**src/rtl/mrmic_pkg.sv**
```systemverilog
// Shared types, constants and the axis packing function of the mesh index converter.
// Used by every module of the converter; depends on nothing.
package mrmic_pkg;

  localparam int MAX_AXES     = 3;
  localparam int AXIS_SLOTS   = 3;
  localparam int COUNT_W      = 16;
  localparam int INDEX_W      = 32;
  localparam int TOTAL_W      = 48;
  localparam int SUM_W        = 50;
  localparam int QUO_W        = 2 * COUNT_W;
  localparam int NUM_CELLS    = QUO_W;
  localparam int FRONT_STAGES = 3;
  localparam int LATENCY      = FRONT_STAGES + NUM_CELLS + 1;
  localparam int CFG_IDX_W    = 2;
  localparam int KEPT_W       = 2;

  localparam logic OP_LIFT    = 1'b0;
  localparam logic OP_PROJECT = 1'b1;

  localparam logic [CFG_IDX_W-1:0] REG_COUNT_A = 2'd0;
  localparam logic [CFG_IDX_W-1:0] REG_COUNT_B = 2'd1;
  localparam logic [CFG_IDX_W-1:0] REG_COUNT_C = 2'd2;

  typedef logic [COUNT_W-1:0] count_t;

  typedef struct packed {
    logic               op;
    logic [INDEX_W-1:0] linear_index;
    count_t             coord_first;
    count_t             coord_second;
    count_t             coord_third;
  } item_t;

  typedef struct packed {
    logic [INDEX_W-1:0] index_out;
    count_t             out_first;
    count_t             out_second;
    count_t             out_third;
    logic [KEPT_W-1:0]  kept_axes;
    logic               range_error;
  } result_t;

  // Kept axes packed from slot 0; empty slots read as a count of one.
  typedef struct packed {
    count_t [AXIS_SLOTS-1:0] cnt;
    logic [KEPT_W-1:0]       kept;
  } axes_t;

  // Word handed from cell to cell along the division chain.
  typedef struct packed {
    logic               valid;
    logic               op;
    logic               err;
    logic [INDEX_W-1:0] word;
    logic [QUO_W-1:0]   quo;
  } cell_word_t;

  function automatic axes_t pack_axes(count_t a, count_t b, count_t c);
    count_t      raw [AXIS_SLOTS];
    axes_t       r;
    logic [KEPT_W-1:0] n;
    raw[0] = a;
    raw[1] = b;
    raw[2] = c;
    n = '0;
    for (int d = 0; d < AXIS_SLOTS; d++) begin
      r.cnt[d] = count_t'(1);
    end
    for (int d = 0; d < AXIS_SLOTS; d++) begin
      if (d < MAX_AXES && raw[d] > count_t'(1)) begin
        r.cnt[n] = raw[d];
        n = n + KEPT_W'(1);
      end
    end
    r.kept = n;
    return r;
  endfunction

endpackage

```
**src/rtl/mrmic_front.sv**
```systemverilog
// Entry stages of the mesh index converter: stride and total derivation, range check,
// projection products and weighted sum. Depends on mrmic_pkg.
module mrmic_front (
  input  logic                              clk,
  input  logic                              rst,
  input  logic                              accept,
  input  mrmic_pkg::item_t                  item,
  input  mrmic_pkg::axes_t                  axes,
  output logic [mrmic_pkg::INDEX_W-1:0]     s2,
  output mrmic_pkg::cell_word_t             dout
);

  logic [mrmic_pkg::TOTAL_W-1:0] total;

  // stage one: captured item
  logic                          st1_valid;
  mrmic_pkg::item_t              st1;

  // stage two: products and coordinate check
  logic                          st2_valid;
  logic                          st2_op;
  logic [mrmic_pkg::INDEX_W-1:0] st2_idx;
  mrmic_pkg::count_t             st2_c0;
  logic [mrmic_pkg::INDEX_W-1:0] st2_p1;
  logic [mrmic_pkg::TOTAL_W-1:0] st2_p2;
  logic                          st2_cerr;

  logic                          cerr_next;
  logic [mrmic_pkg::SUM_W-1:0]   sum;
  logic                          ovf;
  mrmic_pkg::cell_word_t         dout_next;

  // Follow the count registers; s2 is registered from the counts and total from s2.
  always_ff @(posedge clk) begin
    s2    <= mrmic_pkg::INDEX_W'(axes.cnt[0]) * mrmic_pkg::INDEX_W'(axes.cnt[1]);
    total <= mrmic_pkg::TOTAL_W'(s2) * mrmic_pkg::TOTAL_W'(axes.cnt[2]);
  end

  always_comb begin
    cerr_next = 1'b0;
    if (axes.kept >= mrmic_pkg::KEPT_W'(1) && st1.coord_first >= axes.cnt[0]) begin
      cerr_next = 1'b1;
    end
    if (axes.kept >= mrmic_pkg::KEPT_W'(2) && st1.coord_second >= axes.cnt[1]) begin
      cerr_next = 1'b1;
    end
    if (axes.kept >= mrmic_pkg::KEPT_W'(3) && st1.coord_third >= axes.cnt[2]) begin
      cerr_next = 1'b1;
    end
  end

  always_ff @(posedge clk) begin
    if (rst) begin
      st1_valid <= 1'b0;
      st2_valid <= 1'b0;
    end else begin
      st1_valid <= accept;
      st2_valid <= st1_valid;
    end
  end

  always_ff @(posedge clk) begin
    if (accept) begin
      st1 <= item;
    end
    st2_op   <= st1.op;
    st2_idx  <= st1.linear_index;
    st2_cerr <= cerr_next;
    st2_c0   <= (axes.kept >= mrmic_pkg::KEPT_W'(1)) ? st1.coord_first : '0;
    st2_p1   <= (axes.kept >= mrmic_pkg::KEPT_W'(2))
                ? mrmic_pkg::INDEX_W'(st1.coord_second) * mrmic_pkg::INDEX_W'(axes.cnt[0])
                : '0;
    st2_p2   <= (axes.kept >= mrmic_pkg::KEPT_W'(3))
                ? mrmic_pkg::TOTAL_W'(st1.coord_third) * mrmic_pkg::TOTAL_W'(s2)
                : '0;
  end

  always_comb begin
    sum = mrmic_pkg::SUM_W'(st2_c0) + mrmic_pkg::SUM_W'(st2_p1) + mrmic_pkg::SUM_W'(st2_p2);
    ovf = |sum[mrmic_pkg::SUM_W-1:mrmic_pkg::INDEX_W];
    dout_next       = '0;
    dout_next.valid = st2_valid;
    dout_next.op    = st2_op;
    if (st2_op == mrmic_pkg::OP_LIFT) begin
      dout_next.err  = mrmic_pkg::TOTAL_W'(st2_idx) >= total;
      dout_next.word = st2_idx;
    end else begin
      dout_next.err = st2_cerr | ovf;
      if (st2_cerr) begin
        dout_next.word = '0;
      end else if (ovf) begin
        dout_next.word = '1;
      end else begin
        dout_next.word = sum[mrmic_pkg::INDEX_W-1:0];
      end
    end
  end

  always_ff @(posedge clk) begin
    if (rst) begin
      dout.valid <= 1'b0;
    end else begin
      dout.valid <= dout_next.valid;
    end
    dout.op   <= dout_next.op;
    dout.err  <= dout_next.err;
    dout.word <= dout_next.word;
    dout.quo  <= dout_next.quo;
  end

endmodule

```
**config.mk**
```make
export PLATFORM = sky130hd
export DESIGN_NAME = mrmic_front
export DESIGN_NICKNAME = d
export VERILOG_FILES = /design/src/rtl/mrmic_pkg.sv /design/src/rtl/mrmic_front.sv
export SDC_FILE = /design/constraint.sdc
export NUM_CORES = 2
export LEC_CHECK = 0
export CAP_MARGIN = 20
export CORE_AREA = 2 2 383 385
export CTS_BUF_LIST = sky130_fd_sc_hd__clkbuf_4 sky130_fd_sc_hd__clkbuf_8
export CTS_CLUSTER_DIAMETER = 30
export DETAILED_ROUTE_END_ITERATION = 10
export DIE_AREA = 0 0 385 387
export DONT_BUFFER_PORTS = 1
export SETUP_SLACK_MARGIN = 0.5
export SLEW_MARGIN = 30
export SYNTH_ARGS = -nofsm -noshare
export SYNTH_HDL_FRONTEND = slang
export SYNTH_SLANG_ARGS = --single-unit
```
**constraint.sdc**
```tcl
create_clock -name clk -period 18.8 [get_ports clk]
set_input_delay 3.76 -clock clk [delete_from_list [all_inputs] [get_ports clk]]
set_output_delay 3.76 -clock clk [all_outputs]
set_load 0.02 [all_outputs]
```
==> qor.yml <==
drt:
  wl_mm: 184.1
  antenna_left: 0
  firstDrtPassIters: 6
  avgRoutedWirePerCell_um: 21.29
  post-route-drc-count: 0
  viasPerCell: 5.238
  drt_iter0_drc: 3020
  vias: 45306
timing:
  tightest_slew_ns: 1.104
  period_share_pct: 53.36
  relSlewSlack_pct: 26.41
  setup_violations: 0
  max_clock_freq_mhz: 99.69
  period_minus_slack_ns: 10.03
  hold_viol_final: 0
  rsz0062_at_grt: "no"
  maxSlewViolCount: 0
  finalSetupTns_ns: 0
  worst_hold_slack_ns: 0.2434
  skew_ns: 0.1138
die:
  chipWidth_um: 385
  num_rows: 140
  io_pins: 233
  dieHeight_um: 387
  initial_core_util_pct: 42.73
  core_area_um2: 144900
  die-area_um2: 149000
global_route:
  antenna_found_initial: 13
  grt_pass1_vias: 49085
  grt_pass1_wl_mm: 289.0
  grt_usage_pct: 25.38
  grt_max_degree: 83
  gr-total-overflow: 0
clock_tree:
  insertion_delay_ns: 0.86
  post_cts_resized: 0
  cts_hold_buf: 0
  htreeDepth: 3
  post_cts_buffers: 0
  cts_root_buffer: "clkbuf_8"
  clock_path_buffers: 3
  cts_tree: "built"
  clock-sinks: 328
  cts_buffers: 85
  clk_pin_slew_ns: 0.06
synthesis:
  yosys_warnings: 0
  ys_seq_elements: 328
  synth_edf_count: 81
  synthFlopType: "dfxtp_1"
  synth_area_um2: 61900
  synthCells: 6823
  ys_seq_area_share_pct: 11.92
  synth_cell_type_count: 90
  async_flop_share_pct: 0
  syn_area_per_cell_um2: 9.072
place:
  place_hpwl_mm: 136.9
  io_buffers: 0
  place_area_um2: 63360
  gp_congestion: 0.9412
setup_path:
  end_kind: "flop"
  crit_path_max_fanout: 33
  worst-setup-path-type: "input pin to flop"
  critPathArrivalTime_ns: 10.75
  critPathLaunch: "axes[38]"
  r2r_start: "st1[4]$_DFFE_PP_"
  required_ns: 19.52
  worstSetupStartpointType: "input pin"
cells_and_area:
  utilization_pct: 45.16
  fillers: 14019
  final_cell_mix: "inv_1 (1464), fa_1 (1241), nand2_1 (1014)"
  syn2layout_area_growth_pct: 5.694
  stdcell_area_um2: 65420
  drive_gt1_share_pct: 4.533
  final_common_cell: "inv_1"
  final_nets: 8607
hold_path:
  hold_start: "st1[61]$_DFFE_PP_"
  hold_class: "flop to flop"
job:
  cap_violations: 0
run_status:
  outcome: "complete, no violations"
[stage by stage]
stage	instances	setup WS [ns]
3_5_place_dp	8484	7.922
3_3_place_gp	8483	8.003
2_1_floorplan	6854	8.767
6_report	8650	8.769
5_1_grt	8647	8.628
4_1_cts	8644	8.807
[worst max-delay path, cell delays in order]
cell	delay [ns]
and2_1	0.18
fa_1	0.54
inv_1	0.05
fa_1	0.45
fa_1	0.52
inv_1	0.06
fa_1	0.49
fa_1	0.50
inv_1	0.05
fa_1	0.49
inv_1	0.06
ha_1	0.34
a21o_1	0.20
a211o_1	0.30
a211oi_1	0.42
a211oi_1	0.26
o31ai_1	0.82
nor3_1	0.09
or4_1	0.56
o2111a_1	0.16
o21a_1	0.16
nor2_1	0.13
xnor2_1	0.14
[kinds of logic after synthesis]
family,count (synthesis),share of synthesized area (%)
compound gates,627,6.766
xor+xnor,160,2.264
fa+ha+maj,1817,51.78
buf+inv,1813,11.33
flops,328,11.92
mux,7,0.1132
other cells,1,0.006058
simple gates,2070,15.82
[synth_stat cells (all sizes together) (25+ instances only)]
cell type / instances / share of area [%]
inv: 1466 / 8.9
fa: 1241 / 40
nand2: 1014 / 6.1
ha: 576 / 12
and2: 546 / 5.5
clkbuf: 295 / 1.8
dfxtp: 247 / 8.0
nor2: 240 / 1.5
a21oi: 181 / 1.7
a21o: 126 / 1.5
o21ai: 114 / 0.92
xnor2: 92 / 1.3
edfxtp: 81 / 3.9
xor2: 68 / 0.96
buf: 47 / 0.56
nand3: 42 / 0.34
nand4: 42 / 0.42
nor3: 37 / 0.32
nor2b: 35 / 0.35
and3: 32 / 0.33
a211oi: 29 / 0.35
a31oi: 28 / 0.28
o21a: 27 / 0.33
o21bai: 26 / 0.32
nand2b: 25 / 0.25
[sequential cells by signal (all words and copies together), names as in the netlist]
register and flops:
st2_c0 16, st1_valid 1, st2_idx 32, st2_op 1, st2_valid 1, st2_p2 48, st1 81, st2_cerr 1
st2_p1 32, total 48, dout 35, s2 32
[final timing paths]
check / depth (start not counted) / slack, ns / endpoint
max reg2reg: 24 / 10.23 / st2_p2[47]$_SDFF_PN0_
max: 23 / 8.77 / total[46]$_DFF_P_
min reg2reg: 0 / 0.24 / st2_idx[13]$_DFF_P_
min: 0 / 0.24 / st2_idx[13]$_DFF_P_
[metal layers]
layer / vias to the layer above / track usage, % / routed length, um
li1: 20197 / - / -
met1: 23192 / 33.86 / 78330
met2: 1586 / 41.94 / 86690
met3: 325 / 4.240 / 12780
met4: 6 / 8.146 / 6237
met5: - / 0 / 85
[final cells by class]
type | instances | area (um2) | share of cell area (%)
Timing Repair Buffer | 58 | 454.2 | 0.6942
Multi-Input combinational cell | 4713 | 47620 | 72.80
Tap cell | 1917 | 2399 | 3.666
Clock inverter | 55 | 669.4 | 1.023
Sequential cell | 328 | 7396 | 11.30
Antenna cell | 4 | 10.01 | 0.01530
Clock buffer | 105 | 1351 | 2.066
Inverter | 1470 | 5518 | 8.434
Power is not shown: default switching activity piles up to over one toggle a cycle in this logic, so the estimate is an artifact.
