===== config.mk =====
export PLATFORM = sky130hd
export DESIGN_NAME = mrmic_cell
export DESIGN_NICKNAME = d
export VERILOG_FILES = /design/src/rtl/mrmic_pkg.sv /design/src/rtl/mrmic_cell.sv
export SDC_FILE = /design/constraint.sdc
export NUM_CORES = 1
export LEC_CHECK = 0
export ABC_AREA = 1
export ABC_CLOCK_PERIOD_IN_PS = 4450
export BUFFER_PORTS_ARGS = -buffer_cell sky130_fd_sc_hd__buf_2
export CORE_AREA = 2 2 124 126
export DETAILED_ROUTE_END_ITERATION = 12
export DIE_AREA = 0 0 126 128
export HOLD_SLACK_MARGIN = 0.12
export REMOVE_ABC_BUFFERS = 1
export SLEW_MARGIN = 40
export SYNTH_ARGS = -nofsm -noshare
export SYNTH_HDL_FRONTEND = slang
export SYNTH_SLANG_ARGS = --single-unit

===== constraint.sdc =====
create_clock -name clk -period 4.45 [get_ports clk]
set_input_delay 0.6675 -clock clk [delete_from_list [all_inputs] [get_ports clk]]
set_output_delay 0.6675 -clock clk [all_outputs]
set_load 0.05 [all_outputs]

===== src/rtl/mrmic_pkg.sv =====
// Shared types, constants and the axis packing function of the mesh index converter.
// Used by every module of the converter; depends on nothing.
package mrmic_pkg;

  localparam int MAX_AXES     = 3;
  localparam int AXIS_SLOTS   = 3;
  localparam int COUNT_W      = 16;
  localparam int INDEX_W      = 32;
  localparam int TOTAL_W      = 48;
  localparam int SUM_W        = 50;
  localparam int QUO_W        = 2 * COUNT_W;
  localparam int NUM_CELLS    = QUO_W;
  localparam int FRONT_STAGES = 3;
  localparam int LATENCY      = FRONT_STAGES + NUM_CELLS + 1;
  localparam int CFG_IDX_W    = 2;
  localparam int KEPT_W       = 2;

  localparam logic OP_LIFT    = 1'b0;
  localparam logic OP_PROJECT = 1'b1;

  localparam logic [CFG_IDX_W-1:0] REG_COUNT_A = 2'd0;
  localparam logic [CFG_IDX_W-1:0] REG_COUNT_B = 2'd1;
  localparam logic [CFG_IDX_W-1:0] REG_COUNT_C = 2'd2;

  typedef logic [COUNT_W-1:0] count_t;

  typedef struct packed {
    logic               op;
    logic [INDEX_W-1:0] linear_index;
    count_t             coord_first;
    count_t             coord_second;
    count_t             coord_third;
  } item_t;

  typedef struct packed {
    logic [INDEX_W-1:0] index_out;
    count_t             out_first;
    count_t             out_second;
    count_t             out_third;
    logic [KEPT_W-1:0]  kept_axes;
    logic               range_error;
  } result_t;

  // Kept axes packed from slot 0; empty slots read as a count of one.
  typedef struct packed {
    count_t [AXIS_SLOTS-1:0] cnt;
    logic [KEPT_W-1:0]       kept;
  } axes_t;

  // Word handed from cell to cell along the division chain.
  typedef struct packed {
    logic               valid;
    logic               op;
    logic               err;
    logic [INDEX_W-1:0] word;
    logic [QUO_W-1:0]   quo;
  } cell_word_t;

  function automatic axes_t pack_axes(count_t a, count_t b, count_t c);
    count_t      raw [AXIS_SLOTS];
    axes_t       r;
    logic [KEPT_W-1:0] n;
    raw[0] = a;
    raw[1] = b;
    raw[2] = c;
    n = '0;
    for (int d = 0; d < AXIS_SLOTS; d++) begin
      r.cnt[d] = count_t'(1);
    end
    for (int d = 0; d < AXIS_SLOTS; d++) begin
      if (d < MAX_AXES && raw[d] > count_t'(1)) begin
        r.cnt[n] = raw[d];
        n = n + KEPT_W'(1);
      end
    end
    r.kept = n;
    return r;
  endfunction

endpackage


===== src/rtl/mrmic_cell.sv =====
// One cell of the division chain: a single restoring quotient bit per cycle.
// Depends on mrmic_pkg.
module mrmic_cell (
  input  logic                          clk,
  input  logic                          rst,
  input  mrmic_pkg::cell_word_t         din,
  input  logic [mrmic_pkg::TOTAL_W-1:0] dsh,
  output mrmic_pkg::cell_word_t         dout
);

  logic ge;
  logic step;

  assign ge   = mrmic_pkg::TOTAL_W'(din.word) >= dsh;
  assign step = (din.op == mrmic_pkg::OP_LIFT) && !din.err;

  always_ff @(posedge clk) begin
    if (rst) begin
      dout.valid <= 1'b0;
    end else begin
      dout.valid <= din.valid;
    end
    dout.op  <= din.op;
    dout.err <= din.err;
    // subtract the shifted divisor when it fits, else hold the remainder
    dout.word <= (step && ge) ? din.word - dsh[mrmic_pkg::INDEX_W-1:0] : din.word;
    dout.quo  <= {din.quo[mrmic_pkg::QUO_W-2:0], step & ge};
  end

endmodule


==> results.py, run 1 <==
metrics = {
    "timing": {
        "slew_violations": 0,
        "max_freq_mhz": 373,
        "layout_min_cycle_time_ns": 2.68,
        "final_min_period_over_clock_period_pct": 60.3,
        "setup_viol": 0,
        "worst_slew_pin_slew_ns": 0.634,
        "grt_setup_unrepaired": "false",
        "tns_ns": 0,
        "final-hold-violation-count": 0,
        "worst_slew_margin_rel_pct": 57.6,
    },
    "routing": {
        "drt_iter0_drc": 202,
        "detailroute.via_count": 4917,
        "drc_errors": 0,
        "ant_nets": 0,
        "via_per_inst": 4.22,
        "routed_wl_um": 13400,
        "routedWlPerCell_um": 11.5,
        "detailed_routing_iteration_count_for_the_pre_antenna_repair_pass": 4,
    },
    "placed_design": {
        "dp_hpwl_um": 11200,
        "globalplace.congestion": 0.908,
        "port_buffers": 182,
    },
    "die": {
        "floorplan.die.height_um": 128,
        "floorplan.initialDensity_pct": 31.3,
        "die-area_sq_um": 16100,
        "top_level_ports": 184,
        "core_area_sq_um": 14900,
        "core.rowCount": 45,
        "fp.dieW_um": 126,
    },
    "clock_network": {
        "cts_inserted_buffers": 9,
        "cts-root-buf": "clkbuf_16",
        "postCtsResizedCells": 0,
        "ctsLongestPathBuffers": 2,
        "clock_sinks": 67,
        "post-cts-setup-buffer-count": 0,
        "cts-htree-levels": 3,
        "cts.reportedPaths.clkPinSlew_ns": 0.06,
        "cts_hold_buf": 0,
        "tritoncts": "yes",
    },
    "synth": {
        "synth.cell_area_sq_um": 4650,
        "synth_top_flop_cell": "dfxtp_1",
        "syn_avg_cell_area_sq_um": 5.92,
        "synth_warnings": 0,
        "part_of_the_yosys_area_used_for_sequential_elements_pct": 28.8,
        "number_of_enable_type_register_cells_in_the_synthesized_netlist": 0,
        "post_synth_inst_count": 786,
        "count_of_unique_library_cells_instantiated_by_yosys": 27,
        "ys_seq_elements": 67,
        "fraction_of_registers_with_async_set_or_reset_after_synthesis_pct": 0,
    },
    "finish": {
        "layout.nets": 1123,
        "mostFrequentLayoutCell": "nand2_1",
        "storage_element_area_sq_um": 1340,
        "top_register": "dout",
        "largest_register_ff_count": 67,
        "multi_input_logic_area_sq_um": 2600,
        "filler_cell_count": 1680,
        "antenna_cells": 0,
        "reg_top3": "dout: 67 flops",
        "syn2layout_area_growth_pct": 30.6,
        "highest_count_cells_in_the_layout_ignoring_fill_and_taps": "342 x nand2_1, 182 x buf_2, 174 x inv_1, 67 x dfxtp_1, 52 x nand3_1",
        "layout-drive-gt1-share_pct": 22.6,
    },
    "global_routing": {
        "grt_antenna_before_repair": 0,
        "grt_first_pass_wirelength_um": 21400,
        "number_of_global_route_vias_before_repair": 4541,
        "globalRoute.totalOverflow": 0,
        "pin_count_of_the_biggest_net_entering_global_routing": 19,
        "grt_use_total_pct": 16.6,
    },
    "flow_run": {
        "maxCapViolations": 0,
    },
    "pwr": {
        "pwr_density_cell_nw_per_um2": 322,
        "power_report.internal_total_mw": 1.28,
        "leakage_dissipation_nw": 3.88,
        "peakVddDrop_mv": 0.178,
        "p_switching_mw": 0.678,
        "power_frac_clock_pct": 38.5,
        "power_frac_comb_pct": 28.9,
        "sw_frac_of_total_pct": 34.7,
        "pwr-share-seq_pct": 32.6,
        "total_power_mw": 1.96,
    },
    "critical_path": {
        "critPathMaxFanout": 15,
        "timing.critical_path.slowest_stage_cell": "fa_1",
        "critical_path_class": "input port to register",
        "critical_path.max_stage_delay_ns": 0.40,
        "critPathMostFrequentCell": "nand2_1",
        "series_of_cell_instances_along_the_critical_path": "buf_2 -> inv_1 -> ha_1 -> fa_1 -> inv_1 -> nand3_1 -> nand3_2 -> nand2_1 -> nand2_1 -> nand2_1 -> nand2_2 -> nand2_1 -> nand3_2 -> nand2_4 -> nand2_1 -> nand2_1",
        "cp-end-kind": "register",
        "timing.critical_path.required_ns": 4.68,
        "timing.critical_path.arrival_ns": 2.92,
        "worstSetupStartpointType": "input port",
    },
    "outcome": {
        "outcome": "finished, final reports clean",
    },
    "worst_hold_path": {
        "min_path_type": "input port to register",
    },
}
## critical path: cells and delay by family
kind / cells / cell delay [ns]
adder cells (fa/ha/maj): 2 / 0.61
buffers and inverters: 3 / 0.25
AND/OR/NAND/NOR: 11 / 1.39
## final timing paths
| check | startpoint | end | cells after the start |
|---|---|---|---|
| min | din[26] | dout[27]$_DFF_P_ | 1 |
| max | din[32] | dout[56]$_DFF_P_ | 16 |
## per-stage QoR
step / utilization (%) / hold slack (ns) / cells / area (sq um) / setup WS, ns
after global routing: 40.9 / 0.421 / 1166 / 6070 / 1.53
after CTS: 40.9 / 0.420 / 1166 / 6070 / 1.76
after global placement: 38.7 / 0.770 / 1150 / 5760 / 1.43
after floorplan: - / 0.695 / 779 / 4600 / 1.99
after detailed placement: 38.8 / 0.771 / 1150 / 5760 / 1.40
final: 40.9 / 0.429 / 1166 / 6070 / 1.77
## routing by layer
layer	GRT usage, %	vias to the layer above	wire length (um)
li1	-	2703	-
met1	21.5	2054	6230
met2	28.0	150	6030
met3	2.92	10	922
met4	5.56	0	184
met5	0	-	0
## final cells by class
type	instances	share of cell area (%)
clock buffers	11	4.16
clock inverters	5	0.989
repair buffers	183	15.1
inverters	177	10.9
well taps	188	3.87
multi-input cells	535	42.8
flip-flops and latches	67	22.1
## power groups by stage
stage	registers (mW)	clock network [mW]	logic, mW
global route	0.641	0.798	0.630
finish	0.638	0.753	0.565
detailed placement	0.652	0	0.566
floorplan	0.766	0	0.286
global placement	0.652	0	0.564
CTS	0.639	0.779	0.569
## synth_stat cells (3+ instances only)
master,count,area [sq um]
nand2_1,342,1280
inv_1,174,653
dfxtp_1,67,1340
nand3_1,52,260
nor2_1,46,173
ha_1,32,400
xor2_1,14,123
a21oi_1,13,65.1
nand4_1,6,37.5
nand2_2,5,31.3
nor2_2,5,31.3
nand3b_1,4,30.0
inv_2,3,11.3
nor3_1,3,15.0
## cell families (layout without fill, tap and decap cells)
family	count (synthesis)	after routing	synth area share (%)
AOI/OAI and AO/OA	16	16	2.10
buffers and inverters	184	376	15.4
adders and majority gates	33	33	9.04
DFF	67	67	28.8
xor gates and xnor gates	15	15	2.82
and+or+nand+nor	471	471	41.9
No activity file was read; power rests on OpenSTA's default activity.
==> run 2: changes to the inputs <==
ABC_CLOCK_PERIOD_IN_PS = 2600   (was 4450)
clock period = 2.6 ns   (was 4.45 ns; I/O delays follow)
==> results.py, run 2 (synthesized netlist as in run 1, its figures left out) <==
metrics = {
    "outcome": {
        "outcome": "finished, final reports clean",
    },
    "critical_path": {
        "timing.critical_path.required_ns": 2.89,
        "series_of_cell_instances_along_the_critical_path": "buf_2 -> inv_1 -> ha_1 -> fa_1 -> inv_1 -> nand3_1 -> nand3_2 -> nand2_1 -> nand2_1 -> nand2_1 -> nand3_1 -> nand2_2 -> a21boi_4 -> nand2_1 -> nand2_1",
        "cpLargestDelayFamily": "simple AND/OR/NAND/NOR gates",
        "critPathMaxFanout": 9,
        "timing.critical_path.arrival_ns": 2.32,
        "worstSetupStartpointType": "input port",
        "critical_path_buf_inv_count": 3,
        "critPathMostFrequentCell": "nand2_1",
        "critical_path.max_stage_delay_ns": 0.41,
        "worstSetupStartpoint": "din[32]",
        "timing.critical_path.slowest_stage_cell": "fa_1",
        "cp-end-kind": "register",
        "critical_path_class": "input port to register",
    },
    "global_routing": {
        "pin_count_of_the_biggest_net_entering_global_routing": 19,
        "grt_use_total_pct": 17.0,
        "grt_antenna_before_repair": 0,
        "globalRoute.totalOverflow": 0,
        "grt_first_pass_wirelength_um": 21900,
        "number_of_global_route_vias_before_repair": 4722,
    },
    "die": {
        "floorplan.die.height_um": 128,
        "top_level_ports": 184,
        "floorplan.initialDensity_pct": 31.3,
        "core_area_sq_um": 14900,
        "fp.dieW_um": 126,
        "die-area_sq_um": 16100,
        "core.rowCount": 45,
    },
    "finish": {
        "layout.nets": 1130,
        "post-route-cell-area_sq_um": 6130,
        "layout-drive-gt1-share_pct": 23.1,
        "largest_register_ff_count": 67,
        "syn2layout_area_growth_pct": 31.8,
        "mostFrequentLayoutCell": "nand2_1",
        "instances_no_fill": 1173,
        "top_register": "dout",
        "post-route-util_pct": 41.2,
        "reg_top3": "dout: 67 flops",
        "antenna_cells": 0,
        "highest_count_cells_in_the_layout_ignoring_fill_and_taps": "342 x nand2_1, 182 x buf_2, 174 x inv_1, 67 x dfxtp_1, 52 x nand3_1",
    },
    "timing": {
        "final-hold-violation-count": 0,
        "tns_ns": 0,
        "grt_setup_unrepaired": "false",
        "setup_viol": 0,
        "final_min_period_over_clock_period_pct": 78.3,
        "slew_violations": 0,
        "worst_slew_margin_rel_pct": 78.3,
        "layout_min_cycle_time_ns": 2.04,
        "max_freq_mhz": 491,
        "hold_slack_ns": 0.147,
        "postLayoutSetupSlackWorst_ns": 0.564,
        "worst_slew_pin_slew_ns": 0.325,
    },
    "clock_network": {
        "post-cts-setup-buffer-count": 0,
        "clock_sinks": 67,
        "ctsLongestPathBuffers": 2,
        "cts_inserted_buffers": 9,
        "cts_hold_buf": 0,
        "cts.reportedPaths.clkPinSlew_ns": 0.06,
        "tritoncts": "yes",
        "cts-htree-levels": 3,
        "cts-root-buf": "clkbuf_16",
        "postCtsResizedCells": 0,
    },
    "pwr": {
        "power_frac_comb_pct": 29.0,
        "peakVddDrop_mv": 0.303,
        "pwr_density_cell_nw_per_um2": 552,
        "sw_frac_of_total_pct": 34.1,
        "power_frac_clock_pct": 38.6,
        "p_switching_mw": 1.15,
        "total_power_mw": 3.38,
        "leakage_dissipation_nw": 3.91,
        "power_report.internal_total_mw": 2.23,
        "pwr-share-seq_pct": 32.3,
    },
    "routing": {
        "detailed_routing_iteration_count_for_the_pre_antenna_repair_pass": 4,
        "via_per_inst": 4.22,
        "drt_iter0_drc": 194,
        "detailroute.via_count": 4954,
        "routed_wl_um": 13400,
        "routedWlPerCell_um": 11.5,
        "ant_nets": 0,
        "drc_errors": 0,
    },
    "placed_design": {
        "numPlacedInstances": 1157,
        "detailedPlace.worstSlack_ns": 0.192,
        "port_buffers": 182,
        "dp_hpwl_um": 11500,
        "dpl_cell_area_sq_um": 5810,
        "globalplace.congestion": 0.904,
    },
    "worst_hold_path": {
        "min_path_type": "input port to register",
        "hp-start": "din[26]",
    },
    "flow_run": {
        "maxCapViolations": 0,
    },
}
==> run 2: area by class of cell <==
class | count | area [sq um]
fill | 1661 | 8730
multi-input combinational | 535 | 2600
sequential | 67 | 1340
timing repair buffer | 190 | 971
inverter | 177 | 664
clock buffer | 12 | 267
tap | 188 | 235
clock inverter | 4 | 55.1
==> run 2: final timing paths <==
| check | to | slack [ns] | cells after the start |
|---|---|---|---|
| setup / recovery | dout[61]$_DFF_P_ | 0.56 | 15 |
| hold / removal | dout[27]$_DFF_P_ | 0.15 | 1 |
==> run 2: power by group through the flow <==
stage	Combinational, mW	Clock [mW]	Sequential [mW]
2_1_floorplan	0.490	0	1.31
3_3_place_gp	0.984	0	1.12
3_5_place_dp	0.989	0	1.12
4_1_cts	0.992	1.35	1.09
5_1_grt	1.10	1.38	1.10
6_report	0.982	1.31	1.09
==> run 2: per-layer routing <==
metal  routed length (um)  part of all wire, %  GRT usage (%)
met1                 6060                   45           20.6
met5                    0                    0              0
met3                  993                  7.4           3.42
met4                  327                  2.4           7.30
met2                 6060                   45           29.4
